### src/hdl/ipc_pkg.sv
// shared types and constants of the ingress packet classifier
package ipc_pkg;

    localparam logic [15:0] ETYPE_IPV4         = 16'h0800;
    localparam logic [15:0] ETYPE_ARP          = 16'h0806;
    localparam logic [15:0] HTYPE_ETHERNET     = 16'd1;
    localparam logic [15:0] ARP_OPER_REQ       = 16'd1;
    localparam logic [15:0] ARP_OPER_RSP       = 16'd2;
    localparam logic [7:0]  ICMP_TYPE_ECHO_REQ = 8'd8;
    localparam logic [7:0]  PROTO_NUM_ICMP     = 8'd1;
    localparam logic [7:0]  PROTO_NUM_TCP      = 8'd6;
    localparam logic [7:0]  PROTO_NUM_UDP      = 8'd17;

    localparam int          CAPTURE_LEN   = 42;
    localparam logic [5:0]  POS_MAX       = 6'd63;

    typedef enum logic [1:0] {
        MODE_FRAME  = 2'd0,
        MODE_ARP_WR = 2'd1,
        MODE_FLT_WR = 2'd2,
        MODE_UNUSED = 2'd3
    } mode_t;

    typedef enum logic [1:0] {
        VERDICT_DROP     = 2'd0,
        VERDICT_TX       = 2'd1,
        VERDICT_REDIRECT = 2'd2,
        VERDICT_RSVD     = 2'd3
    } verdict_t;

    typedef struct packed {
        verdict_t    verdict;
        logic [7:0]  redirect_queue;
        logic [47:0] reply_eth_dst;
        logic [47:0] reply_hw_addr;
        logic [47:0] reply_target_hw;
        logic [31:0] reply_sender_ip;
        logic [31:0] reply_target_ip;
    } result_t;

    typedef struct packed {
        logic        arp_we;
        logic        flt_we;
        logic [3:0]  index;
        logic [31:0] key;
        logic [47:0] mac;
        logic        valid;
    } tbl_wr_t;

    typedef struct packed {
        logic        arp_hit;
        logic [47:0] arp_mac;
        logic        flt_hit;
    } tbl_match_t;

endpackage

### src/hdl/ingress_packet_classifier_core.sv
// top level of the ingress packet classifier
//   channel | dir | handshake           | content
//   s_      | in  | s_tvalid / s_tready | frame byte or table write
//   m_      | out | m_tvalid / m_tready | one verdict per frame
//   cfg_    | in  | cfg_we              | socket_present_mask
// one beat per cycle while s_tready is high; the verdict is registered in the queue
// the tables are matched in the same cycle as the last beat
// a two-entry queue holds results; s_tready drops only when it is full
// reset clears position, frame queue, valid bits and the queue
module ingress_packet_classifier_core #(
    parameter int ARP_ENTRIES    = 16,
    parameter int FILTER_ENTRIES = 16,
    parameter int SOCKET_QUEUES  = 8
) (
    input  logic         clk,
    input  logic         rst_n,
    input  logic         s_tvalid,
    output logic         s_tready,
    input  logic [103:0] s_tdata,  // frame_byte, queue_index, entry_index, entry_key,
                                   // entry_mac, entry_valid
    input  logic [1:0]   s_tuser,  // mode
    input  logic         s_tlast,  // frame_last
    output logic         m_tvalid,
    input  logic         m_tready,
    output logic [215:0] m_tdata,  // redirect_queue, reply_eth_dst, reply_hw_addr,
                                   // reply_target_hw, reply_sender_ip, reply_target_ip
    output logic [1:0]   m_tuser,  // verdict
    input  logic         cfg_we,
    input  logic [7:0]   cfg_wdata
);

    logic                 acc;
    logic [7:0]           mask_reg;
    ipc_pkg::mode_t       mode;
    ipc_pkg::tbl_wr_t     wr;
    ipc_pkg::tbl_match_t  match;
    ipc_pkg::result_t     res;
    ipc_pkg::result_t     out;
    logic [31:0]          arp_key;
    logic [31:0]          flt_key;
    logic                 push;

    assign acc  = s_tvalid && s_tready;
    assign mode = ipc_pkg::mode_t'(s_tuser);

    // configuration register
    always_ff @(posedge clk or negedge rst_n)
    begin
        if (!rst_n)
        begin
            mask_reg <= '0;
        end
        else if (cfg_we)
        begin
            mask_reg <= cfg_wdata;
        end
    end

    // table write decode
    assign wr.arp_we = acc && mode == ipc_pkg::MODE_ARP_WR;
    assign wr.flt_we = acc && mode == ipc_pkg::MODE_FLT_WR;
    assign wr.index  = s_tdata[19:16];
    assign wr.key    = s_tdata[51:20];
    assign wr.mac    = s_tdata[99:52];
    assign wr.valid  = s_tdata[100];

    ipc_tables #(
        .ARP_ENTRIES    (ARP_ENTRIES),
        .FILTER_ENTRIES (FILTER_ENTRIES)
    ) u_tables (
        .clk     (clk),
        .rst_n   (rst_n),
        .wr      (wr),
        .arp_key (arp_key),
        .flt_key (flt_key),
        .match   (match)
    );

    ipc_front #(
        .SOCKET_QUEUES (SOCKET_QUEUES)
    ) u_front (
        .clk         (clk),
        .rst_n       (rst_n),
        .beat        (acc && mode == ipc_pkg::MODE_FRAME),
        .frame_byte  (s_tdata[7:0]),
        .frame_last  (s_tlast),
        .queue_index (s_tdata[15:8]),
        .socket_mask (mask_reg),
        .match       (match),
        .arp_key     (arp_key),
        .flt_key     (flt_key),
        .push        (push),
        .result      (res)
    );

    ipc_queue u_queue (
        .clk       (clk),
        .rst_n     (rst_n),
        .push      (push),
        .push_data (res),
        .not_full  (s_tready),
        .out_valid (m_tvalid),
        .out_ready (m_tready),
        .out_data  (out)
    );

    // output packing
    assign m_tuser = out.verdict;
    assign m_tdata = {out.reply_target_ip, out.reply_sender_ip, out.reply_target_hw,
                      out.reply_hw_addr, out.reply_eth_dst, out.redirect_queue};

    a_no_rsvd: assert property (@(posedge clk) disable iff (!rst_n)
        m_tvalid |-> m_tuser != ipc_pkg::VERDICT_RSVD)
        else $error("reserved verdict");

    a_queue_zero: assert property (@(posedge clk) disable iff (!rst_n)
        (m_tvalid && m_tuser != ipc_pkg::VERDICT_REDIRECT) |-> m_tdata[7:0] == 8'd0)
        else $error("queue set without redirect");

    a_full_valid: assert property (@(posedge clk) disable iff (!rst_n)
        !s_tready |-> m_tvalid)
        else $error("stalled with nothing to send");

endmodule

### src/hdl/ipc_tables.sv
// arp and filter tables with parallel key match
module ipc_tables #(
    parameter int ARP_ENTRIES    = 16,
    parameter int FILTER_ENTRIES = 16
) (
    input  logic                 clk,
    input  logic                 rst_n,
    input  ipc_pkg::tbl_wr_t     wr,
    input  logic [31:0]          arp_key,
    input  logic [31:0]          flt_key,
    output ipc_pkg::tbl_match_t  match
);

    localparam int AW = (ARP_ENTRIES > 1) ? $clog2(ARP_ENTRIES) : 1;
    localparam int FW = (FILTER_ENTRIES > 1) ? $clog2(FILTER_ENTRIES) : 1;

    logic [31:0] arp_key_reg [ARP_ENTRIES];
    logic [47:0] arp_mac_reg [ARP_ENTRIES];
    logic [ARP_ENTRIES-1:0] arp_valid_reg;
    logic [31:0] flt_key_reg [FILTER_ENTRIES];
    logic [FILTER_ENTRIES-1:0] flt_valid_reg;

    logic [AW-1:0] arp_slot;
    logic [FW-1:0] flt_slot;
    logic          arp_in_range;
    logic          flt_in_range;

    assign arp_slot     = AW'(32'(wr.index));
    assign flt_slot     = FW'(32'(wr.index));
    assign arp_in_range = 32'(wr.index) < ARP_ENTRIES;
    assign flt_in_range = 32'(wr.index) < FILTER_ENTRIES;

    // table payload, no reset
    always_ff @(posedge clk)
    begin
        if (wr.arp_we && arp_in_range)
        begin
            arp_key_reg[arp_slot] <= wr.key;
            arp_mac_reg[arp_slot] <= wr.mac;
        end
        if (wr.flt_we && flt_in_range)
        begin
            flt_key_reg[flt_slot] <= wr.key;
        end
    end

    // valid bits
    always_ff @(posedge clk or negedge rst_n)
    begin
        if (!rst_n)
        begin
            arp_valid_reg <= '0;
            flt_valid_reg <= '0;
        end
        else
        begin
            if (wr.arp_we && arp_in_range)
            begin
                arp_valid_reg[arp_slot] <= wr.valid;
            end
            if (wr.flt_we && flt_in_range)
            begin
                flt_valid_reg[flt_slot] <= wr.valid;
            end
        end
    end

    // match, lowest slot wins
    always_comb
    begin
        match = '0;
        for (int i = ARP_ENTRIES - 1; i >= 0; i--)
        begin
            if (arp_valid_reg[i] && arp_key_reg[i] == arp_key)
            begin
                match.arp_hit = 1'b1;
                match.arp_mac = arp_mac_reg[i];
            end
        end
        for (int j = 0; j < FILTER_ENTRIES; j++)
        begin
            if (flt_valid_reg[j] && flt_key_reg[j] == flt_key)
            begin
                match.flt_hit = 1'b1;
            end
        end
    end

endmodule

### src/hdl/ipc_front.sv
// header capture and frame classification on the last beat
module ipc_front #(
    parameter int SOCKET_QUEUES = 8
) (
    input  logic                 clk,
    input  logic                 rst_n,
    input  logic                 beat,
    input  logic [7:0]           frame_byte,
    input  logic                 frame_last,
    input  logic [7:0]           queue_index,
    input  logic [7:0]           socket_mask,
    input  ipc_pkg::tbl_match_t  match,
    output logic [31:0]          arp_key,
    output logic [31:0]          flt_key,
    output logic                 push,
    output ipc_pkg::result_t     result
);

    logic [7:0] cap_reg [ipc_pkg::CAPTURE_LEN];
    logic [5:0] pos_reg;
    logic [5:0] pos_next;
    logic [7:0] fq_reg;
    logic [7:0] fq_now;
    logic [7:0] v [ipc_pkg::CAPTURE_LEN];
    logic [5:0] len;
    logic [15:0] ethertype;
    logic [7:0] proto;
    logic       sock;

    // header bytes, no reset
    always_ff @(posedge clk)
    begin
        if (beat && 32'(pos_reg) < ipc_pkg::CAPTURE_LEN)
        begin
            cap_reg[pos_reg] <= frame_byte;
        end
    end

    // position and frame queue
    always_comb
    begin
        if (frame_last)
        begin
            pos_next = '0;
        end
        else if (pos_reg < ipc_pkg::POS_MAX)
        begin
            pos_next = pos_reg + 6'd1;
        end
        else
        begin
            pos_next = pos_reg;
        end
    end

    always_ff @(posedge clk or negedge rst_n)
    begin
        if (!rst_n)
        begin
            pos_reg <= '0;
            fq_reg  <= '0;
        end
        else if (beat)
        begin
            pos_reg <= pos_next;
            fq_reg  <= fq_now;
        end
    end

    // header view with the current byte merged in
    always_comb
    begin
        for (int i = 0; i < ipc_pkg::CAPTURE_LEN; i++)
        begin
            v[i] = (32'(pos_reg) == i) ? frame_byte : cap_reg[i];
        end
    end

    assign fq_now    = (pos_reg == '0) ? queue_index : fq_reg;
    assign len       = (pos_reg == ipc_pkg::POS_MAX) ? pos_reg : pos_reg + 6'd1;
    assign ethertype = {v[12], v[13]};
    assign proto     = v[23];
    assign arp_key   = {v[41], v[40], v[39], v[38]};
    assign flt_key   = {v[37], v[36], 8'h00, proto};
    assign sock      = 32'(fq_now) < SOCKET_QUEUES && fq_now < 8'd8 && socket_mask[fq_now[2:0]];
    assign push      = beat && frame_last;

    // verdict
    always_comb
    begin
        result = '0;
        if (len >= 6'd14)
        begin
            if (ethertype == ipc_pkg::ETYPE_ARP)
            begin
                if (len >= 6'd42 && {v[14], v[15]} == ipc_pkg::HTYPE_ETHERNET
                    && {v[16], v[17]} == ipc_pkg::ETYPE_IPV4 && v[18] == 8'd6
                    && v[19] == 8'd4 && {v[20], v[21]} == ipc_pkg::ARP_OPER_REQ
                    && match.arp_hit)
                begin
                    result.verdict         = ipc_pkg::VERDICT_TX;
                    result.reply_eth_dst   = {v[6], v[7], v[8], v[9], v[10], v[11]};
                    result.reply_hw_addr   = match.arp_mac;
                    result.reply_target_hw = {v[22], v[23], v[24], v[25], v[26], v[27]};
                    result.reply_sender_ip = arp_key;
                    result.reply_target_ip = {v[31], v[30], v[29], v[28]};
                end
            end
            else if (ethertype == ipc_pkg::ETYPE_IPV4 && len >= 6'd34 && v[14][3:0] == 4'd5)
            begin
                if (proto == ipc_pkg::PROTO_NUM_ICMP)
                begin
                    if (len >= 6'd42 && v[34] == ipc_pkg::ICMP_TYPE_ECHO_REQ)
                    begin
                        if (sock)
                        begin
                            result.verdict        = ipc_pkg::VERDICT_REDIRECT;
                            result.redirect_queue = fq_now;
                        end
                        else
                        begin
                            result.verdict = ipc_pkg::VERDICT_TX;
                        end
                    end
                end
                else if ((proto == ipc_pkg::PROTO_NUM_TCP || proto == ipc_pkg::PROTO_NUM_UDP)
                         && len >= 6'd38 && match.flt_hit && sock)
                begin
                    result.verdict        = ipc_pkg::VERDICT_REDIRECT;
                    result.redirect_queue = fq_now;
                end
            end
        end
    end

endmodule

### src/hdl/ipc_queue.sv
// two-entry result queue feeding the output side
module ipc_queue (
    input  logic              clk,
    input  logic              rst_n,
    input  logic              push,
    input  ipc_pkg::result_t  push_data,
    output logic              not_full,
    output logic              out_valid,
    input  logic              out_ready,
    output ipc_pkg::result_t  out_data
);

    ipc_pkg::result_t mem_reg [2];
    logic       wp_reg;
    logic       rp_reg;
    logic [1:0] cnt_reg;
    logic [1:0] cnt_next;
    logic       pop;

    assign pop       = out_valid && out_ready;
    assign not_full  = cnt_reg != 2'd2;
    assign out_valid = cnt_reg != 2'd0;
    assign out_data  = mem_reg[rp_reg];

    always_comb
    begin
        cnt_next = cnt_reg + 2'(push) - 2'(pop);
    end

    // storage
    always_ff @(posedge clk)
    begin
        if (push)
        begin
            mem_reg[wp_reg] <= push_data;
        end
    end

    // pointers
    always_ff @(posedge clk or negedge rst_n)
    begin
        if (!rst_n)
        begin
            wp_reg  <= 1'b0;
            rp_reg  <= 1'b0;
            cnt_reg <= '0;
        end
        else
        begin
            wp_reg  <= wp_reg ^ push;
            rp_reg  <= rp_reg ^ pop;
            cnt_reg <= cnt_next;
        end
    end

    a_cnt_bound: assert property (@(posedge clk) disable iff (!rst_n) cnt_reg != 2'd3)
        else $error("queue count overflow");

endmodule
### config.mk
export PLATFORM = sky130hd
export DESIGN_NAME = ingress_packet_classifier_core
export DESIGN_NICKNAME = d
export VERILOG_FILES = /design/src/hdl/ipc_pkg.sv /design/src/hdl/ingress_packet_classifier_core.sv /design/src/hdl/ipc_tables.sv /design/src/hdl/ipc_front.sv /design/src/hdl/ipc_queue.sv
export SDC_FILE = /design/constraint.sdc
export NUM_CORES = 2
export LEC_CHECK = 0
export BUFFER_PORTS_ARGS = -buffer_cell sky130_fd_sc_hd__buf_2
export CORE_MARGIN = 2
export CORE_UTILIZATION = 60
export DETAILED_ROUTE_END_ITERATION = 8
export GPL_TIMING_DRIVEN = 1
export MAX_ROUTING_LAYER = met4
export PLACE_DENSITY = 0.86
export SYNTH_ARGS = -nofsm -noshare
export SYNTH_HDL_FRONTEND = slang
export SYNTH_HIERARCHICAL = 1
export SYNTH_SLANG_ARGS = --single-unit
### constraint.sdc
create_clock -name clk -period 14.2 [get_ports clk]
set_input_delay 2.13 -clock clk [delete_from_list [all_inputs] [get_ports clk]]
set_output_delay 2.13 -clock clk [all_outputs]
set_load 0.02 [all_outputs]
==> out/qor.txt <==
Status: completed
Detailed Routing Iterations Pass 1: 9
Fmax: 0.1066 GHz
Initial antenna violation count: 26
Die X: 423.6 microns
Setup Viol. Count Final: 0
DRT iter0 DRCs: 11200
Setup bufs post-CTS: 0
Async SR Flop Fraction: 0.02275
Die ar.: 179400 sq um
Clk_skew: 73.00 ps
Vias per inst: 6.703
Crit Path Category: reg -> reg
Final worst slack: 4821 ps
WHS: 513.6 ps
Core outline area: 174400 sq um
Minimum clock period: 9379 ps
Total routed wirelength: 294500 microns
Global-route wire length before repair: 423300 microns
Clk root buf: clkbuf_16
CP arrival: 9900 ps
HP Class: reg -> reg
Synth Register Bits: 2550
Unrepaired setup endpoints after global routing: false
Worst-path clk slew: 60 ps
Leakage dissipation: 38.60 nW
TNS Setup: 0 ps
Synth cell types: 81
Synth top cells by count: 2492 x edfxtp_1, 571 x xnor2_1, 453 x xor2_1
Sink Count: 2550
Wire per inst: 30.85 microns
Largest net degree at the start of global routing: 105
Max FFs per register: 768
Yosys top cell area share: 0.7085
Placer congestion estimate: 0.9039
Most frequent cell after synthesis: edfxtp_1
YS warnings: 6
Worst-Margin Slew: 1282 ps
GRT Resource Usage Total: 0.3339
Num CTS Buffers: 235
Required time worst endpoint: 14720 ps
Gate Count Post-Synth: 6682
DRC: 0
Main synth FF type: edfxtp_1
Die Y: 423.6 microns
Final Cell Area: 117300 sq um
Clock buffer depth: 3
Layout fillers: 10540
Vias in the first global route: 63930
Max-slew violations: 0
VDD IR max: 150.2 uV
Grt ovf: 0
R2R Setup Slk: 4820 ps
Yosys top cell by area: edfxtp_1
Worst setup SP type: flip-flop
Rows: 153
Layout Nets: 7131
Slew HR: 0.1453
Post-route ant nets: 0
Routed vias: 63990
Post-Syn Area: 105600 sq um
Dpl ws: 4770 ps
Layout area overhead: 11.05%
CTS tree: done
Critical Path Fanout Max: 78
Avg Cell Area, Syn: 15.81 sq um
Fin crit share: 0.6605
Area contributors post-synth: edfxtp_1 71%, xnor2_1 4.7%, xor2_1 3.8%
Hold Fails Final Rpt: 0
MaxCap Viol Count: 0
Layout cell share with drive strength beyond 1: 0.1866
Crit end category: flip-flop
Sequential fraction of the synthesis area: 0.7222
IO buf count: 336
Initial Util: 0.6056
EDFF count, synth: 2492
Cell Pwr Density: 140.4 nW/um^2
# IOs: 340
Utilization after layout: 0.6726
Latest clock arrival within the worst-skew pair: 910 ps
HPWL after detailed placement: 153600 microns
CTS resizes: 0
H-tree levels: 4
Placed Area: 109400 sq um
Hold_buf cts: 0
## placed cells by master, fill, tap and decap left out, types with 157 or more instances in the layout
cell type / n
nor2_1: 157
o21ai_0: 270
nand4_1: 212
buf_2: 335
nor3_1: 283
xor2_1: 453
mux2_2: 312
nor4_1: 157
xnor2_1: 571
edfxtp_1: 2492
clkbuf_16: 236
buf_4: 178
inv_1: 217
## cell type report
cell class                      instances  area, sq um  share of cell area
Clock inverter                        137         1582             0.01348
Antenna cell                           18        45.04           0.0003840
Inverter                              218        823.3            0.007019
Sequential cell                      2550        76290              0.6504
Clock buffer                          300         6316             0.05385
Multi-Input combinational cell       3484        26300              0.2242
Timing Repair Buffer                  514         3033             0.02586
Tap cell                             2325         2909             0.02480
## kinds of logic after synthesis
group | synth area share
AOI/OAI and AO/OA | 0.04910
xor gates and xnor gates | 0.08522
adders and majority gates | 0.0009477
buffers and inverters | 0.03211
DFF | 0.7222
muxes | 0.04682
other | 0.00003550
and+or+nand+nor | 0.06354
## final timing paths
check | endpoint | depth (start not counted) | from
min in group asynchronous | u_tables/flt_valid_reg[7]$_DFFE_PN0P_ | 1 | rst_n
max | u_queue/mem_reg[0][216]$_DFFE_PP_ | 19 | u_front/pos_reg[3]$_DFFE_PN0P_
max reg2reg | u_queue/mem_reg[0][216]$_DFFE_PP_ | 19 | u_front/pos_reg[3]$_DFFE_PN0P_
min reg2reg | u_tables/flt_valid_reg[0]$_DFFE_PN0P_ | 1 | u_tables/flt_valid_reg[0]$_DFFE_PN0P_
min | u_tables/flt_valid_reg[0]$_DFFE_PN0P_ | 1 | u_tables/flt_valid_reg[0]$_DFFE_PN0P_
max in group asynchronous | u_queue/rp_reg$_DFF_PN0_ | 2 | rst_n
## report_power, final
| part | switching, W | internal, W | total [W] | leakage (nW) |
|---|---|---|---|---|
| Sequential | 0.0000998 | 0.00835 | 0.00845 | 23.4 |
| Combinational | 0.00103 | 0.000563 | 0.00159 | 11.3 |
| Clock | 0.00280 | 0.00361 | 0.00642 | 3.87 |
## metrics by stage
step / total power (W) / instances
floorplan: 0.009611 / 6694
global placement: 0.01012 / 9091
detailed placement: 0.01016 / 9091
CTS: 0.01646 / 9528
global route: 0.01682 / 9543
finish: 0.01646 / 9546
## worst max-delay path: stages, from the launching register on
cell	delay [ps]
dfrtp_1	910
nor2b_1	820
nand2_1	230
nor2_1	910
mux2_2	540
buf_4	380
xor2_1	210
nor4_1	80
and3_1	180
nand3_2	90
buf_4	600
and2_2	880
buf_4	450
nand4_1	150
nor4_1	250
nand2_1	210
nand3_1	120
or4_4	740
buf_4	750
o32ai_1	320
## metal layers
layer,global-route usage,share of wire,vias to the layer above
met2,0.5184,0.47,5538
met5,-,0,-
met4,0.1803,0.062,0
met3,0.06771,0.14,1249
met1,0.4163,0.33,31300
li1,-,-,25900
No activity file was read; power rests on OpenSTA's default activity.
